$ cat src/design/utd_pkg.sv
// Package for the UTF-8 to code point decoder.
// Holds widths, the substitute code, the result group type and a lead helper.
// No dependencies.
`timescale 1ns / 1ps

package utd_pkg;

  localparam int CP_W = 21;
  localparam logic [CP_W-1:0] SUBST_CP = 21'd63;

  // Results caused by one input byte: some '?' beats, then an optional tail beat.
  typedef struct packed {
    logic [1:0]      subs;      // leading '?' beats
    logic            has_tail;
    logic [CP_W-1:0] tail_cp;
    logic            tail_rep;
    logic            fin;       // final_char on the last beat of the group
  } grp_t;

  // Continuation bytes a lead byte asks for.
  function automatic logic [1:0] cont_need(input logic [7:0] lead);
    logic [1:0] n;
    n = 2'd3;
    if (lead[7:5] == 3'b110) begin
      n = 2'd1;
    end else if (lead[7:4] == 4'b1110) begin
      n = 2'd2;
    end
    return n;
  endfunction

endpackage

$ cat src/design/utf8_to_code_point_decoder.sv
// Top level of the UTF-8 to code point decoder.
// Instantiates utd_decode and utd_emit; depends on utd_pkg.
//
//  channel  dir  tdata                      tuser      tlast
//  in_      in   [7:0] data_byte            -          end_of_text
//  out_     out  [20:0] code_point, 0-pad   replaced   final_char
//
// One byte is accepted per cycle while in_tready is high; its result group is
// registered, then moved to the output register and sent one beat per cycle while out_tready is high.
// A byte causing several results holds the input until its group's last beat is taken
// once the one-group buffer ahead of the output is full.
// Reset clears the held sequence and drops any queued results.
`timescale 1ns / 1ps

module utf8_to_code_point_decoder (
  input  logic        clk,
  input  logic        rst_n,
  input  logic        in_tvalid,
  output logic        in_tready,
  input  logic [7:0]  in_tdata,   // [7:0] data_byte
  input  logic        in_tlast,
  output logic        out_tvalid,
  input  logic        out_tready,
  output logic [23:0] out_tdata,  // [20:0] code_point, [23:21] zero
  output logic        out_tuser,  // [0] replaced
  output logic        out_tlast
);
  import utd_pkg::*;

  grp_t grp;
  logic grp_valid;
  logic grp_ready;

  utd_decode u_decode (
    .clk       (clk),
    .rst_n     (rst_n),
    .in_tvalid (in_tvalid),
    .in_tready (in_tready),
    .in_tdata  (in_tdata),
    .in_tlast  (in_tlast),
    .grp_valid (grp_valid),
    .grp_ready (grp_ready),
    .grp       (grp)
  );

  utd_emit u_emit (
    .clk        (clk),
    .rst_n      (rst_n),
    .grp_valid  (grp_valid),
    .grp_ready  (grp_ready),
    .grp        (grp),
    .out_tvalid (out_tvalid),
    .out_tready (out_tready),
    .out_tdata  (out_tdata),
    .out_tuser  (out_tuser),
    .out_tlast  (out_tlast)
  );

endmodule

$ cat src/design/utd_decode.sv
// Byte decoder: sequence state plus a registered result group per input beat that yields results.
// Depends on utd_pkg.
`timescale 1ns / 1ps

module utd_decode (
  input  logic          clk,
  input  logic          rst_n,
  input  logic          in_tvalid,
  output logic          in_tready,
  input  logic [7:0]    in_tdata,
  input  logic          in_tlast,
  output logic          grp_valid,
  input  logic          grp_ready,
  output utd_pkg::grp_t grp
);
  import utd_pkg::*;

  logic [7:0]  held_lead_r, held_lead_nxt;
  logic [1:0]  held_count_r, held_count_nxt;
  logic [17:0] held_bits_r, held_bits_nxt;
  logic        lead_valid_r, lead_valid_nxt;
  logic        s1_valid_r;
  grp_t        s1_grp_r;

  grp_t        dec;
  logic        accept;
  logic        is_cont;
  logic        is_lead;
  logic [1:0]  need;
  logic [2:0]  cnt;
  logic [17:0] bits;

  assign accept    = in_tvalid && in_tready;
  assign in_tready = !s1_valid_r || grp_ready;
  assign grp_valid = s1_valid_r;
  assign grp       = s1_grp_r;

  assign is_cont = in_tdata[7:6] == 2'b10;
  assign is_lead = (in_tdata[7:6] == 2'b11) && (in_tdata[7:3] != 5'b11111);
  assign need    = cont_need(held_lead_r);
  assign cnt     = {1'b0, held_count_r} + 3'd1;
  assign bits    = {held_bits_r[11:0], in_tdata[5:0]};

  always_comb begin
    dec            = '0;
    dec.fin        = in_tlast;
    held_lead_nxt  = held_lead_r;
    held_count_nxt = held_count_r;
    held_bits_nxt  = held_bits_r;
    lead_valid_nxt = lead_valid_r;
    if (lead_valid_r && is_cont) begin
      if (cnt == {1'b0, need}) begin
        dec.has_tail = 1'b1;
        unique case (need)
          2'd1:    dec.tail_cp = {10'd0, held_lead_r[4:0], bits[5:0]};
          2'd2:    dec.tail_cp = {5'd0, held_lead_r[3:0], bits[11:0]};
          default: dec.tail_cp = {held_lead_r[2:0], bits};
        endcase
        lead_valid_nxt = 1'b0;
        held_count_nxt = 2'd0;
      end else if (in_tlast) begin
        // stream ends mid-sequence: '?' for lead, held bytes and this byte
        dec.subs       = held_count_r + 2'd1;
        dec.has_tail   = 1'b1;
        dec.tail_cp    = SUBST_CP;
        dec.tail_rep   = 1'b1;
        lead_valid_nxt = 1'b0;
        held_count_nxt = 2'd0;
      end else begin
        held_count_nxt = cnt[1:0];
        held_bits_nxt  = bits;
      end
    end else begin
      // a held lead is broken by this byte; flush it, then take the byte afresh
      if (lead_valid_r) begin
        dec.subs = held_count_r + 2'd1;
      end
      lead_valid_nxt = 1'b0;
      held_count_nxt = 2'd0;
      if (!in_tdata[7]) begin
        dec.has_tail = 1'b1;
        dec.tail_cp  = {13'd0, in_tdata};
      end else if (is_lead && !in_tlast) begin
        held_lead_nxt  = in_tdata;
        held_bits_nxt  = '0;
        lead_valid_nxt = 1'b1;
      end else begin
        dec.has_tail = 1'b1;
        dec.tail_cp  = SUBST_CP;
        dec.tail_rep = 1'b1;
      end
    end
  end

  always_ff @(posedge clk) begin
    if (!rst_n) begin
      lead_valid_r <= 1'b0;
      held_count_r <= 2'd0;
      held_lead_r  <= 8'd0;
      held_bits_r  <= 18'd0;
      s1_valid_r   <= 1'b0;
    end else begin
      if (accept) begin
        lead_valid_r <= lead_valid_nxt;
        held_count_r <= held_count_nxt;
        held_lead_r  <= held_lead_nxt;
        held_bits_r  <= held_bits_nxt;
        s1_valid_r   <= (dec.subs != 2'd0) || dec.has_tail;
      end else if (grp_ready) begin
        s1_valid_r <= 1'b0;
      end
    end
  end

  always_ff @(posedge clk) begin
    if (accept) begin
      s1_grp_r <= dec;
    end
  end

  a_count_below_need: assert property (@(posedge clk) disable iff (!rst_n)
    lead_valid_r |-> held_count_r < cont_need(held_lead_r))
    else $error("held count reached the sequence length");

  a_end_clears_lead: assert property (@(posedge clk) disable iff (!rst_n)
    accept && in_tlast |=> !lead_valid_r)
    else $error("lead still held after last byte");

  a_group_not_empty: assert property (@(posedge clk) disable iff (!rst_n)
    s1_valid_r |-> (s1_grp_r.subs != 2'd0) || s1_grp_r.has_tail)
    else $error("empty result group queued");

endmodule

$ cat src/design/utd_emit.sv
// Result serializer: expands one result group into output beats.
// Depends on utd_pkg.
`timescale 1ns / 1ps

module utd_emit (
  input  logic          clk,
  input  logic          rst_n,
  input  logic          grp_valid,
  output logic          grp_ready,
  input  utd_pkg::grp_t grp,
  output logic          out_tvalid,
  input  logic          out_tready,
  output logic [23:0]   out_tdata,
  output logic          out_tuser,
  output logic          out_tlast
);
  import utd_pkg::*;

  grp_t       cur_r;
  logic       busy;
  logic       beat_last;
  logic       take;
  logic [CP_W-1:0] cp;

  assign busy      = (cur_r.subs != 2'd0) || cur_r.has_tail;
  assign beat_last = (cur_r.subs == 2'd1 && !cur_r.has_tail) ||
                     (cur_r.subs == 2'd0 && cur_r.has_tail);
  assign take      = out_tvalid && out_tready;
  assign grp_ready = !busy || (take && beat_last);

  assign out_tvalid = busy;
  assign cp         = (cur_r.subs != 2'd0) ? SUBST_CP : cur_r.tail_cp;
  assign out_tdata  = {3'd0, cp};
  assign out_tuser  = (cur_r.subs != 2'd0) || cur_r.tail_rep;
  assign out_tlast  = cur_r.fin && beat_last;

  always_ff @(posedge clk) begin
    if (!rst_n) begin
      cur_r <= '0;
    end else begin
      if (grp_ready) begin
        if (grp_valid) begin
          cur_r <= grp;
        end else begin
          cur_r.subs     <= 2'd0;
          cur_r.has_tail <= 1'b0;
        end
      end else if (take) begin
        cur_r.subs <= cur_r.subs - 2'd1;
      end
    end
  end

  a_subst_value: assert property (@(posedge clk) disable iff (!rst_n)
    out_tvalid && out_tuser |-> out_tdata[CP_W-1:0] == SUBST_CP)
    else $error("replaced beat without substitute code");

  a_group_continues: assert property (@(posedge clk) disable iff (!rst_n)
    take && !beat_last |=> out_tvalid)
    else $error("group dropped before its last beat");

  a_last_ends_group: assert property (@(posedge clk) disable iff (!rst_n)
    out_tvalid && out_tlast |-> beat_last)
    else $error("tlast on an inner beat");

endmodule
$ cat config.mk
export PLATFORM = sky130hd
export DESIGN_NAME = utf8_to_code_point_decoder
export DESIGN_NICKNAME = d
export VERILOG_FILES = /design/src/design/utd_pkg.sv /design/src/design/utf8_to_code_point_decoder.sv /design/src/design/utd_decode.sv /design/src/design/utd_emit.sv
export SDC_FILE = /design/constraint.sdc
export NUM_CORES = 1
export LEC_CHECK = 0
export ABC_AREA = 0
export BUFFER_PORTS_ARGS = -buffer_cell sky130_fd_sc_hd__buf_2
export CAP_MARGIN = 15
export CORE_MARGIN = 4
export CORE_UTILIZATION = 46
export DETAILED_ROUTE_END_ITERATION = 10
export GPL_ROUTABILITY_DRIVEN = 0
export PLACE_DENSITY = 0.66
export SLEW_MARGIN = 0
export SYNTH_ARGS = -nofsm -noshare
export SYNTH_HDL_FRONTEND = slang
export SYNTH_SLANG_ARGS = --single-unit
$ cat constraint.sdc
create_clock -name clk -period 3.5 [get_ports clk]
set_clock_uncertainty 0.15 [all_clocks]
set_input_delay 0.35 -clock clk [delete_from_list [all_inputs] [get_ports clk]]
set_output_delay 0.35 -clock clk [all_outputs]
set_load 0.05 [all_outputs]
==> results.md, run 1 <==
- The flow ran to the end, and the final reports show no timing, DRC or antenna violations.
- In the final routed layout, each cell accounts on average for ~14 um.
- The worst setup path is of the reg2reg kind.
- Measured along the x axis, the die boundary spans approximately 93 um.
- The synthesized flop and latch total is 76.
- Across all hold checks on the routed design, the worst slack comes to 0.137 ns.
- The fraction of synthesized cell area taken by the top area cell type is 30.1%.
- Dividing the synthesized area by the synthesized cell count gives roughly 9.3 um2.
- The number of antenna violations at the first check in global routing came to 0.
- The total power of the final layout is 2470 uW.
- The number of vias after detailed routing is around 2400.
- The number of cell rows is 30.
- No sink is reached through more buffers than the 2 on the longest clock path.
- The critical-path maximum fanout is 28.
- The overflow left after global routing is 0.
- Buffers inserted to repair hold after CTS numbered 0.
- Of the available clock period, the critical path in the final layout requires between 60% and 70%.
- The first global-routing pass estimated approximately 11000 um of wire.
- The net total in the final layout is 408.
- The initial DRC count is 100.
- In the final layout, the share of cells above drive strength 1 is 16.4%.
- The worst path in the final design needs a cycle of approximately 2.4 ns, including I/O delays and setup.
- The DRC violations left is 0.
- The measured slew at the worst slew-check pin is between 0.7 and 0.8 ns.
- The count of antenna-violating nets left after detailed routing is 0.
- Data on the critical path is required at its endpoint by between 3 and 4 ns.
- The CTS tree is done.
- The placed instances occupy a cell area of 0.00357 mm2.
- During I/O placement, the number of pins put on the boundary was roughly 40.
- The async set-or-reset flop fraction in the synthesized netlist is 0%.
- Derived from the worst setup path, the maximum achievable clock frequency is 415 MHz.
- The largest total area in the synthesized netlist belongs to dfxtp_1.
- The max-capacitance violation count is 0.
- The later-pin clock latency in the skew report is between 0.3 and 0.4 ns.
- Before antenna repair, the detailed router went through 4 iterations.
- The peak ir drop on the vdd network is ~0.29 mV.
- Sequential cells were found to cover roughly 54% of the synthesized design area.
- The total negative slack is 0 ns.
- The worst min-delay path class is in2reg.
- In the final layout, flip-flops and latches occupy roughly 0.0018 mm2.
- The data arrival time of the critical path is 2.48 ns.
- The total setup violations reported at the end of the flow is 0.
- After filler insertion, the fill cell instance count of the layout stands at between 600 and 700.
- The worst hold path depth is 3.
- Sorting the synthesized cells by area gives the leading types as dfxtp_1 (30%), edfxtp_1 (23%), nand2_1 (10%).
- The tree built by TritonCTS fans out to 76 sinks.
- The count of buffers inserted at the top-level ports is 37.
- Headroom to the max-slew limit came out at ~51%.
- The worst-case reg-to-reg path depth is 8.
- The number of pins exceeding their max-slew limit in the final report is 0.
- Setup repair after global routing left no endpoint under its margin.
- For this run, the slowest stage of the critical path takes between 0.3 and 0.4 ns.
- The mapped netlist covers approximately 0.0033 mm2.
- The post-DP HPWL is ~4700 um.
- After routing the design area is 0.00377 mm2.
- The number of buffers created by CTS is 9.
- The power density over the cells is roughly 650 mW/mm2.
- The pin count of the biggest net entering global routing is 38.
- The highest-delay cell along the critical path is nand3_2.
- The area growth from synthesis to layout is 13.4%.
- By instance count, the cell type seen most on the critical path is inv_1.
- The post-detailed-routing wire length is approximately 6800 um.
- The leakage power of the design is ~0.0015 uW.
- Gates resized during post-CTS repair numbered 0.
- The floorplan die area is 0.00866 mm2.
- The clock tree synthesis step divided the H-tree into 3 levels.
- The total count of hold-check failures in the final report is 0.
- The endpoint type of the worst setup path is a flip-flop.
- The cell at the root of the clock tree is clkbuf_8.
- The distinct cell type count after synthesis is 40.
- The most used flip-flop cell after synthesis is dfxtp_1.
- STA classifies the critical path startpoint as a flip-flop.
- After technology mapping, the gate count stands at between 300 and 400.
- The critical path goes through inv_1 > ha_1 > buf_4 > nand2b_1 > a41o_1 > inv_1 > nand3_2 > mux2i_1.
- For this run, the total global-route usage over all layers was measured as between 15 and 20%.
- The repair_antennas step left the layout with diodes totalling 0.
- During synthesis, Yosys emitted a total of 0 warnings.
- Yosys mapped a number of flops with a built-in enable equal to 26.
- The number of global-route vias before repair is around 2300.
- After floorplanning, the core was sized to cover approximately 0.007 mm2.
- The initial standard-cell utilization of the core is 48.2%.
- The die height is around 93 um.
- The number of setup buffers added after CTS is 0.
- Clock-pin slew was measured on the worst setup and hold paths at 0.08 ns.
- The combined area of the multi-input logic cells is 0.00141 mm2.
- The post-detailed-route via-to-cell ratio is between 4 and 5.
[layer usage]
metal	track usage, %	share of wire (%)	vias up	wire length (um)
met3	2.65	3.1	5	212
li1	-	-	1258	-
met2	25.1	46	36	3100
met5	0	0	-	0
met4	7.69	1.3	0	88
met1	23.9	50	1120	3360
[critical path, delay by kind of cell, from the launching register on]
kind | cells | cell delay (ns)
adders and majority gates | 1 | 0.14
and+or+nand+nor | 2 | 0.52
AOI/OAI and AO/OA | 1 | 0.36
DFF | 1 | 0.34
buffers and inverters | 3 | 0.55
muxes | 1 | 0.22
[cells in the mapped netlist (2+ instances only)]
cell,number
inv_1,9
nor2b_1,4
mux2i_1,19
nand3b_1,2
edfxtp_1,26
buf_4,4
nand2b_1,10
nand3_2,2
o21ai_0,2
nor3_1,3
dfxtp_1,50
a211oi_1,6
a22oi_1,3
clkbuf_1,11
and2_1,21
buf_2,3
a21oi_1,34
nand2_1,93
and4b_1,2
buf_1,2
a21o_1,6
nor2_1,25
ha_1,3
nand3_1,2
[area by class of cell]
class / instances / area share (%)
clock buffers: 9 / 3.28
clock inverters: 7 / 1.99
inverters: 9 / 0.896
multi-input cells: 254 / 37.5
flip-flops and latches: 76 / 47.2
well taps: 96 / 3.19
repair buffers: 42 / 5.91
[flip-flops by register name, indices dropped and copies added (netlist names)]
register,count
u_emit.cur_r,26
u_decode.grp_valid,1
u_decode.held_count_r,2
u_decode.lead_valid_r,1
u_decode.held_lead_r,8
u_decode.held_bits_r,12
u_decode.grp,26
[kinds of logic (layout without fill, tap and decap cells)]
group	Yosys count	count (layout)	share of synthesized area, %
flops	76	76	53.6
buf+inv	30	67	4.17
compound gates	58	58	10.8
mux	20	20	6.17
simple gates	169	169	23.5
other cells	1	3	0.113
xor+xnor	1	1	0.489
fa+ha+maj	3	3	1.13
[where the power goes]
part           internal [uW]  switching (uW)
Sequential               989            32.4
Clock                    335             337
Combinational            183             592
[metrics by stage]
stage          utilization [%]  cells  worst slack [ns]
2_1_floorplan                -    360             0.628
4_1_cts                   54.6    493              1.08
3_3_place_gp              51.7    477              1.18
5_1_grt                   54.6    493             0.857
6_report                  54.6    493              1.09
3_5_place_dp              51.7    477              1.11
[path summary, 6_finish.rpt]
path	from	slack (ns)	to
max	u_emit.cur_r[24]$_SDFFE_PN0P_	1.09	u_decode.held_bits_r[10]$_SDFFE_PN0P_
min	in_tdata[2]	0.14	u_decode.held_bits_r[2]$_SDFFE_PN0P_
max reg2reg	u_emit.cur_r[24]$_SDFFE_PN0P_	1.09	u_decode.held_bits_r[10]$_SDFFE_PN0P_
min reg2reg	u_emit.cur_r[3]$_SDFFE_PN0P_	0.30	u_emit.cur_r[3]$_SDFFE_PN0P_
[cells in the final DEF, fill, tap and decap left out, types with 3 or more instances in the layout]
master,Yosys,routed
inv_1,9,9
a21o_1,6,6
nor3_1,3,3
and2_1,21,21
a21oi_1,34,34
nand2_1,93,93
clkbuf_8,0,9
dfxtp_1,50,50
nor2_1,25,25
buf_2,3,37
a22oi_1,3,3
ha_1,3,3
nor2b_1,4,4
mux2i_1,19,19
buf_4,4,5
edfxtp_1,26,26
a211oi_1,6,6
conb_1,1,3
nand2b_1,10,10
Note: power is estimated with default switching activity, not from simulation.
==> run 2: changes to the inputs <==
- clock period: 3.5 -> 2.27 ns (I/O delays scaled with it)
==> results.md, run 2 (synthesized netlist as in run 1, its figures left out) <==
- The critical path in this run is classified as reg2reg.
- The count of nets left with antenna violations once routing finished came out at 0.
- The cell at the root of the clock tree is clkbuf_8.
- The first-pass GRT wire length is between 10000 and 15000 um.
- The net total in the final layout is approximately 410.
- The worst register-to-register path begins at u_emit.cur_r[25]$_SDFFE_PN0P_.
- The clock period could shrink to about 2.1 ns.
- The count of buffers inserted at the top-level ports is 37.
- Across all setup checks in the final design, the least slack found is 0.218 ns.
- The run finished with clean final reports.
- The number of buffers inserted by hold repair at cts is 0.
- In the layout the commonest cells are nand2_1 (93), dfxtp_1 (48), buf_2 (37).
- The floorplan die area is between 0.008 and 0.009 mm2.
- Counting instances, the worst hold path has a depth of 3.
- Row generation in the floorplan step produced 30 rows.
- The total area inside the core boundary comes to slightly below 0.007 mm2.
- The fill cell total of the finished layout is 655.
- The max-capacitance violation count is 0.
- From left edge to right edge, the die measures approximately 93 um.
- Once the floorplan was initialized, standard cells occupied between 40% and 50% of the core.
- For this design, the sink count on the clock tree is 76.
- Post-CTS timing repair inserted 0 buffers for setup.
- The post-detailed-routing wire length is about 6500 um.
- The number of antenna violations at the first check in global routing was 0.
- The number of top-level pins is between 40 and 50.
- Setup violations remaining at the end of the flow were counted as 0.
- The critical path launch point type is a flip-flop.
- The H-tree generated during clock tree synthesis spans 3 levels.
- The first-pass iteration count of the detailed router is 4.
- In this run the most critical hold path is launched from in_tdata[1].
- The post-DP HPWL is ~4600 um.
- The clock-pin transition on the worst setup and hold timing paths is roughly 0.080 ns.
- In the final layout, the multi-input gates occupy 0.00145 mm2.
- The overflow left after global routing is 0.
- The number of gates resized after CTS was 0.
- TritonCTS built the clock tree.
- The power density over the cells is around 1000 mW/mm2.
- Entering global routing, the biggest net connects 38 pins.
- The largest buffer count on any clock path is 2.
- Of the cells placed in the final design, the portion with a size suffix greater than 1 is a little under a fifth.
- The final routed wire length divided by cell count is about 13 um.
- For flop-to-flop paths, the worst setup slack is between 0.2 and 0.25 ns.
- The longest individual stage delay on the worst path is around 0.33 ns.
- The worst min-delay path class is in2reg.
- Measured along the y axis, the die boundary spans 93.0 um.
- The library cell used most frequently in the layout, excluding fill and tap cells, is nand2_1.
- The endpoint of the most critical register-to-register path is u_decode.held_lead_r[0]$_SDFFE_PN0P_.
- From synthesis to final layout, the design area changed by 16.9%.
- The data arrival time of the critical path is 2.12 ns.
- The highest-delay cell along the critical path is dfxtp_2.
- The total power of the final layout is between 4000 and 5000 uW.
- The worst setup path is captured at a flip-flop.
- The number of global-route vias before repair came to 2332.
- Across all layers, the routed design uses roughly 2400 vias.
- The total negative slack is 0 ns.
- Setup repair after global routing left no endpoint under its margin.
- The number of diodes is 0.
- The worst-case reg-to-reg path depth is 7.
- The area occupied by registers is about 0.0018 mm2.
- The total count of hold-check failures in the final report is 0.
- Walking the worst path, the cells encountered are inv_2 > ha_4 > nand2_1 > a41o_4 > nor2_4 > mux2i_1 > nor2_1.
- The worst hold path terminates at u_decode.held_bits_r[1]$_SDFFE_PN0P_.
- The final period utilization is between 90% and 100%.
- Across the VDD grid, the largest voltage drop is 0.320 mV.
- The post-detailed-route via-to-cell ratio is 4.90.
- The number of pins exceeding their max-slew limit in the final report is 0.
- The required time of the critical path is approximately 2.3 ns.
- Summed over all cells, the static leakage comes to 0.00157 uW.
- The achievable frequency is between 400 and 500 MHz.
- The initial DRC count is approximately 80.
- Buffers inserted during clock tree synthesis total 9.
- The later-pin clock latency in the skew report is ~0.34 ns.
- Along the worst path, the maximum fanout reaches 28.
- OpenSTA, run right after detailed placement, puts the worst setup slack at ~0.21 ns.
- The DRC violations left is 0.
- For this run, the total global-route usage over all layers was measured as ~16%.
## run 2: stage by stage
| stage | cell area [um2] | util [%] | std cells | hold WS (ns) |
|---|---|---|---|---|
| 4_1_cts | 3890 | 56.3 | 497 | 0.00527 |
| 6_report | 3890 | 56.3 | 497 | 0.0161 |
| 3_3_place_gp | 3650 | 52.8 | 481 | 0.289 |
| 3_5_place_dp | 3650 | 52.8 | 481 | 0.293 |
| 5_1_grt | 3890 | 56.3 | 497 | 0.00723 |
| 2_1_floorplan | 3390 | - | 360 | 0.176 |
## run 2: area by class of cell
type	instances	area share, %
Timing Repair Buffer	46	6.50
Clock buffer	12	4.28
Inverter	9	0.965
Sequential cell	76	45.9
Multi-Input combinational cell	254	37.3
Tap cell	96	3.09
Clock inverter	4	1.96
## run 2: power breakdown
group          internal [uW]  switching (uW)
registers               1530            53.5
clock network            721             501
logic                    324             927
total                   2570            1480
## run 2: how the worst max path moves through the flow
stage                             startpoint                               endpoint  depth (start not counted)
2_1_floorplan  u_emit.cur_r[24]$_SDFFE_PN0P_   u_decode.held_bits_r[0]$_SDFFE_PN0P_                          9
3_3_place_gp   u_emit.cur_r[25]$_SDFFE_PN0P_   u_decode.held_bits_r[3]$_SDFFE_PN0P_                          7
3_5_place_dp   u_emit.cur_r[25]$_SDFFE_PN0P_  u_decode.held_bits_r[10]$_SDFFE_PN0P_                          7
4_1_cts        u_emit.cur_r[25]$_SDFFE_PN0P_  u_decode.held_bits_r[10]$_SDFFE_PN0P_                          7
5_1_grt        u_emit.cur_r[24]$_SDFFE_PN0P_   u_decode.held_bits_r[6]$_SDFFE_PN0P_                          7
6_report       u_emit.cur_r[25]$_SDFFE_PN0P_   u_decode.held_lead_r[0]$_SDFFE_PN0P_                          7
## run 2: routing by layer
metal / wire [um] / vias to the layer above / part of all wire [%] / track usage, %
li1: - / 1268 / - / -
met5: 0 / - / 0 / 0
met1: 3310 / 1110 / 51 / 22.4
met2: 2820 / 50 / 43 / 25.0
met3: 263 / 8 / 4.0 / 2.98
met4: 100 / 0 / 1.5 / 6.96
## run 2: critical path: cells and delay by family (launching register included)
kind	cells	cell delay, ns
mux	1	0.23
compound gates	1	0.32
simple gates	3	0.52
buf+inv	1	0.07
flops	1	0.33
fa+ha+maj	1	0.30
==> run 3: changes to the inputs <==
- ABC_AREA: 0 -> 1
- PLACE_DENSITY: 0.66 -> 0.65
==> results.md, run 3 <==
- The flow ran to the end, and the final reports show no timing, DRC or antenna violations.
- VDD sags by at most 0.478 mV.
- Summed over all cells, the static leakage comes to roughly 0.0017 uW.
- For this run, design rule violations remaining after detail routing come to 0.
- The combinational share of power is between 30% and 40%.
- The total count of hold-check failures in the final report is 0.
- In this run the register-to-register setup slack is ~0.17 ns.
- The final routed wire length divided by cell count is 12.8 um.
- The die height is around 94 um.
- The most common cell in the synthesized netlist is nand2_1.
- The floorplan has 31 rows.
- For this run, the top clock speed supported by timing is between 400 and 500 MHz.
- The first routing iteration left 96 violations.
- The average cell area after synthesis is roughly 8.6 um2.
- The worst setup path is launched from a flip-flop.
- The relative contribution of the clock network to total power is 27.8%.
- The number of global-route vias before repair is between 2000 and 3000.
- The post-DP HPWL is slightly below 5000 um.
- The number of warning messages in the yosys log is 0.
- At the placement stage, the worst setup path has a slack of between 0.2 and 0.25 ns.
- The clock-pin transition on the worst setup and hold timing paths is about 0.08 ns.
- In this run the standard cell core region covers 0.00721 mm2.
- The post-synthesis cell type with the largest combined area is dfxtp_1.
- Counting I/O delays and the setup requirement, the final critical path takes 2.10 ns.
- The post-detailed-route via-to-cell ratio is around 4.9.
- Setup repair after global routing left no endpoint under its margin.
- The number of diodes is 0.
- The endpoint of the most critical register-to-register path is u_decode.held_bits_r[5]$_SDFFE_PN0P_.
- The total power of the final layout is roughly 4400 uW.
- The number of different library cells used by synthesis comes to 33.
- The most critical setup path has its startpoint at u_decode.held_count_r[0]$_SDFFE_PN0P_.
- Ranked by total cell area, the synthesized netlist is headed by dfxtp_1 (29%), edfxtp_1 (23%), nand2_1 (8.7%).
- The area growth from synthesis to layout is 15.6%.
- After layout, the worst path uses between 90 and 100% of the clock period.
- After the last flow step, the layout net total stands at 454.
- The global-route usage over all layers is between 10% and 20%.
- The count of antenna-violating nets left after detailed routing is 0.
- The count of buffers inserted at the top-level ports is 37.
- The critical path ends at u_decode.held_bits_r[5]$_SDFFE_PN0P_.
- The async set-or-reset flop fraction in the synthesized netlist is 0%.
- The pin count of the biggest net entering global routing is 33.
- Yosys mapped a number of flops with a built-in enable equal to 26.
- The area of the mapped netlist is around 0.0034 mm2.
- The max-capacitance violation count is 0.
- The critical setup path kind is reg2reg.
- The main flop type after synthesis is dfxtp_1.
- The most frequent standard cell in the layout excluding fill and tap cells is nand2_1.
- The power density over the cells is 1110 mW/mm2.
- For this configuration, the core starts out at a cell density of 47.2%.
- Measured along the x axis, the die boundary spans about 94 um.
- CTS placed an instance of clkbuf_8 at the clock tree root.
- The internal power summed over all cells is 2620 uW.
- The post-detailed-routing wire length is around 6900 um.
- The utilization after layout is between 50% and 60%.
- Leaving out fill and tap cells, the most frequent cells in the layout are nand2_1 (77), dfxtp_1 (50), inv_1 (48).
- Counting cells, the worst reg-to-reg path comes to 11.
- The worst pin sits at a relative slew slack of approximately 66%.
- The number of antenna violations at the first check in global routing came to 0.
- The floorplan die area is around 0.0089 mm2.
- Counting flops and latches in the post-synthesis netlist gives 76.
- The worst-case hold slack is roughly 0.019 ns.
- Clock tree synthesis inserted a total of 9 buffers.
- The switching share of power is around 40%.
- STA classifies the critical path endpoint as a flip-flop.
- Sorting the synthesized cells by how often they occur yields nand2_1 (79), dfxtp_1 (50), inv_1 (48).
- 41 I/O pins were placed.
- Setup violations remaining at the end of the flow were counted as 0.
- Of all nets on the critical path, the largest fanout is 13.
- For the pin with the worst max-slew slack, the measured transition is slightly above 0.5 ns.
- The sequential cell fraction of total power is approximately two fifths.
- The final route contains roughly 2600 vias.
- The number of pins exceeding their max-slew limit in the final report is 0.
- The later pin in the worst-skew pair is clocked with a latency of between 0.3 and 0.4 ns.
- The post-route netlist has around a quarter of its cells at a drive strength greater than 1.
- After layout, the worst setup slack is ~0.17 ns.
- The part of the Yosys area used for sequential elements is 52.3%.
- The reported net switching power is ~1700 uW.
- The first-pass GRT wire length is between 10000 and 15000 um.
- The H-tree depth reported by CTS is 3.
- The number of cells produced by synthesis is ~400.
- TritonCTS built the clock tree.
- The clock sink total is 76.
- The min-delay analysis places its worst path in the category in2reg.
- The required time of the critical path is around 2.4 ns.
- The largest buffer count on any clock path is 2.
- The first-pass iteration count of the detailed router is 4.
- The worst hold path passes through 3 cells.
- The fraction of synthesized cell area taken by the top area cell type is about 29%.
- The data arrival time of the critical path is ~2.2 ns.
- The post-CTS setup buffer count is 0.
- The worst register-to-register path begins at u_decode.held_count_r[0]$_SDFFE_PN0P_.
- For the final routed database, the setup TNS stands at 0 ns.
- After global routing the overflow that remains totals 0.
-- run 3: worst max-delay path, stage by stage (launching register included) --
cell and delay, ns:
dfxtp_1 0.36, ha_1 0.42, nand4_1 0.17, nand2_2 0.14, nor2_8 0.05, nand2_4 0.09
nand2_4 0.05, nand2_4 0.07, nand2_4 0.11, inv_4 0.18, nand3_1 0.09, a21oi_1 0.14
-- run 3: layout make-up --
cell class | instances | area [um2]
fillers | 689 | 3280
repair buffers | 45 | 248
clock buffers | 10 | 149
multi-input cells | 251 | 1330
inverters | 55 | 214
flip-flops and latches | 76 | 1780
clock inverters | 6 | 92.6
well taps | 99 | 124
-- run 3: power by group through the flow --
stage / Combinational, uW / Clock, uW / Sequential, uW
after floorplan: 1200 / 0 / 1670
after global placement: 1480 / 0 / 1680
after detailed placement: 1500 / 0 / 1690
after CTS: 1500 / 1230 / 1660
after global routing: 1630 / 1300 / 1680
final: 1490 / 1210 / 1660
-- run 3: how the worst min path moves through the flow --
stage,start,end
after floorplan,in_tlast,u_decode.grp[0]$_DFFE_PP_
after global placement,u_emit.cur_r[4]$_SDFFE_PN0P_,u_emit.cur_r[4]$_SDFFE_PN0P_
after detailed placement,u_emit.cur_r[6]$_SDFFE_PN0P_,u_emit.cur_r[6]$_SDFFE_PN0P_
after CTS,in_tdata[2],u_decode.held_bits_r[2]$_SDFFE_PN0P_
after global routing,in_tdata[2],u_decode.held_bits_r[2]$_SDFFE_PN0P_
final,in_tdata[2],u_decode.held_bits_r[2]$_SDFFE_PN0P_
-- run 3: repair_timing --
item / in CTS / in global routing
hold endpoints to repair: 1 / 0
resized for setup: 0 / 2
endpoints found under the setup margin: 0 / 7
hold buffers: 1 / 0
-- run 3: metal layers --
layer  track usage (%)  wire length (um)  up-vias
met3              3.37               324       13
met5                 0                 0        -
met2              26.4              3210       49
met4              8.54               175        0
li1                  -                 -     1346
met1              22.9              3230     1228
-- run 3: cell families after synthesis --
group / synth area share (%)
AO/OA/AOI/OAI: 13.7
adder cells (fa/ha/maj): 1.10
buffers and inverters: 9.36
flip-flops: 52.3
other: 0.110
AND/OR/NAND/NOR: 23.5
-- run 3: stage by stage --
step | instance area (um2) | cells
4_1_cts | 3930 | 542
3_5_place_dp | 3680 | 525
5_1_grt | 3940 | 542
6_report | 3940 | 542
2_1_floorplan | 3430 | 400
3_3_place_gp | 3680 | 525
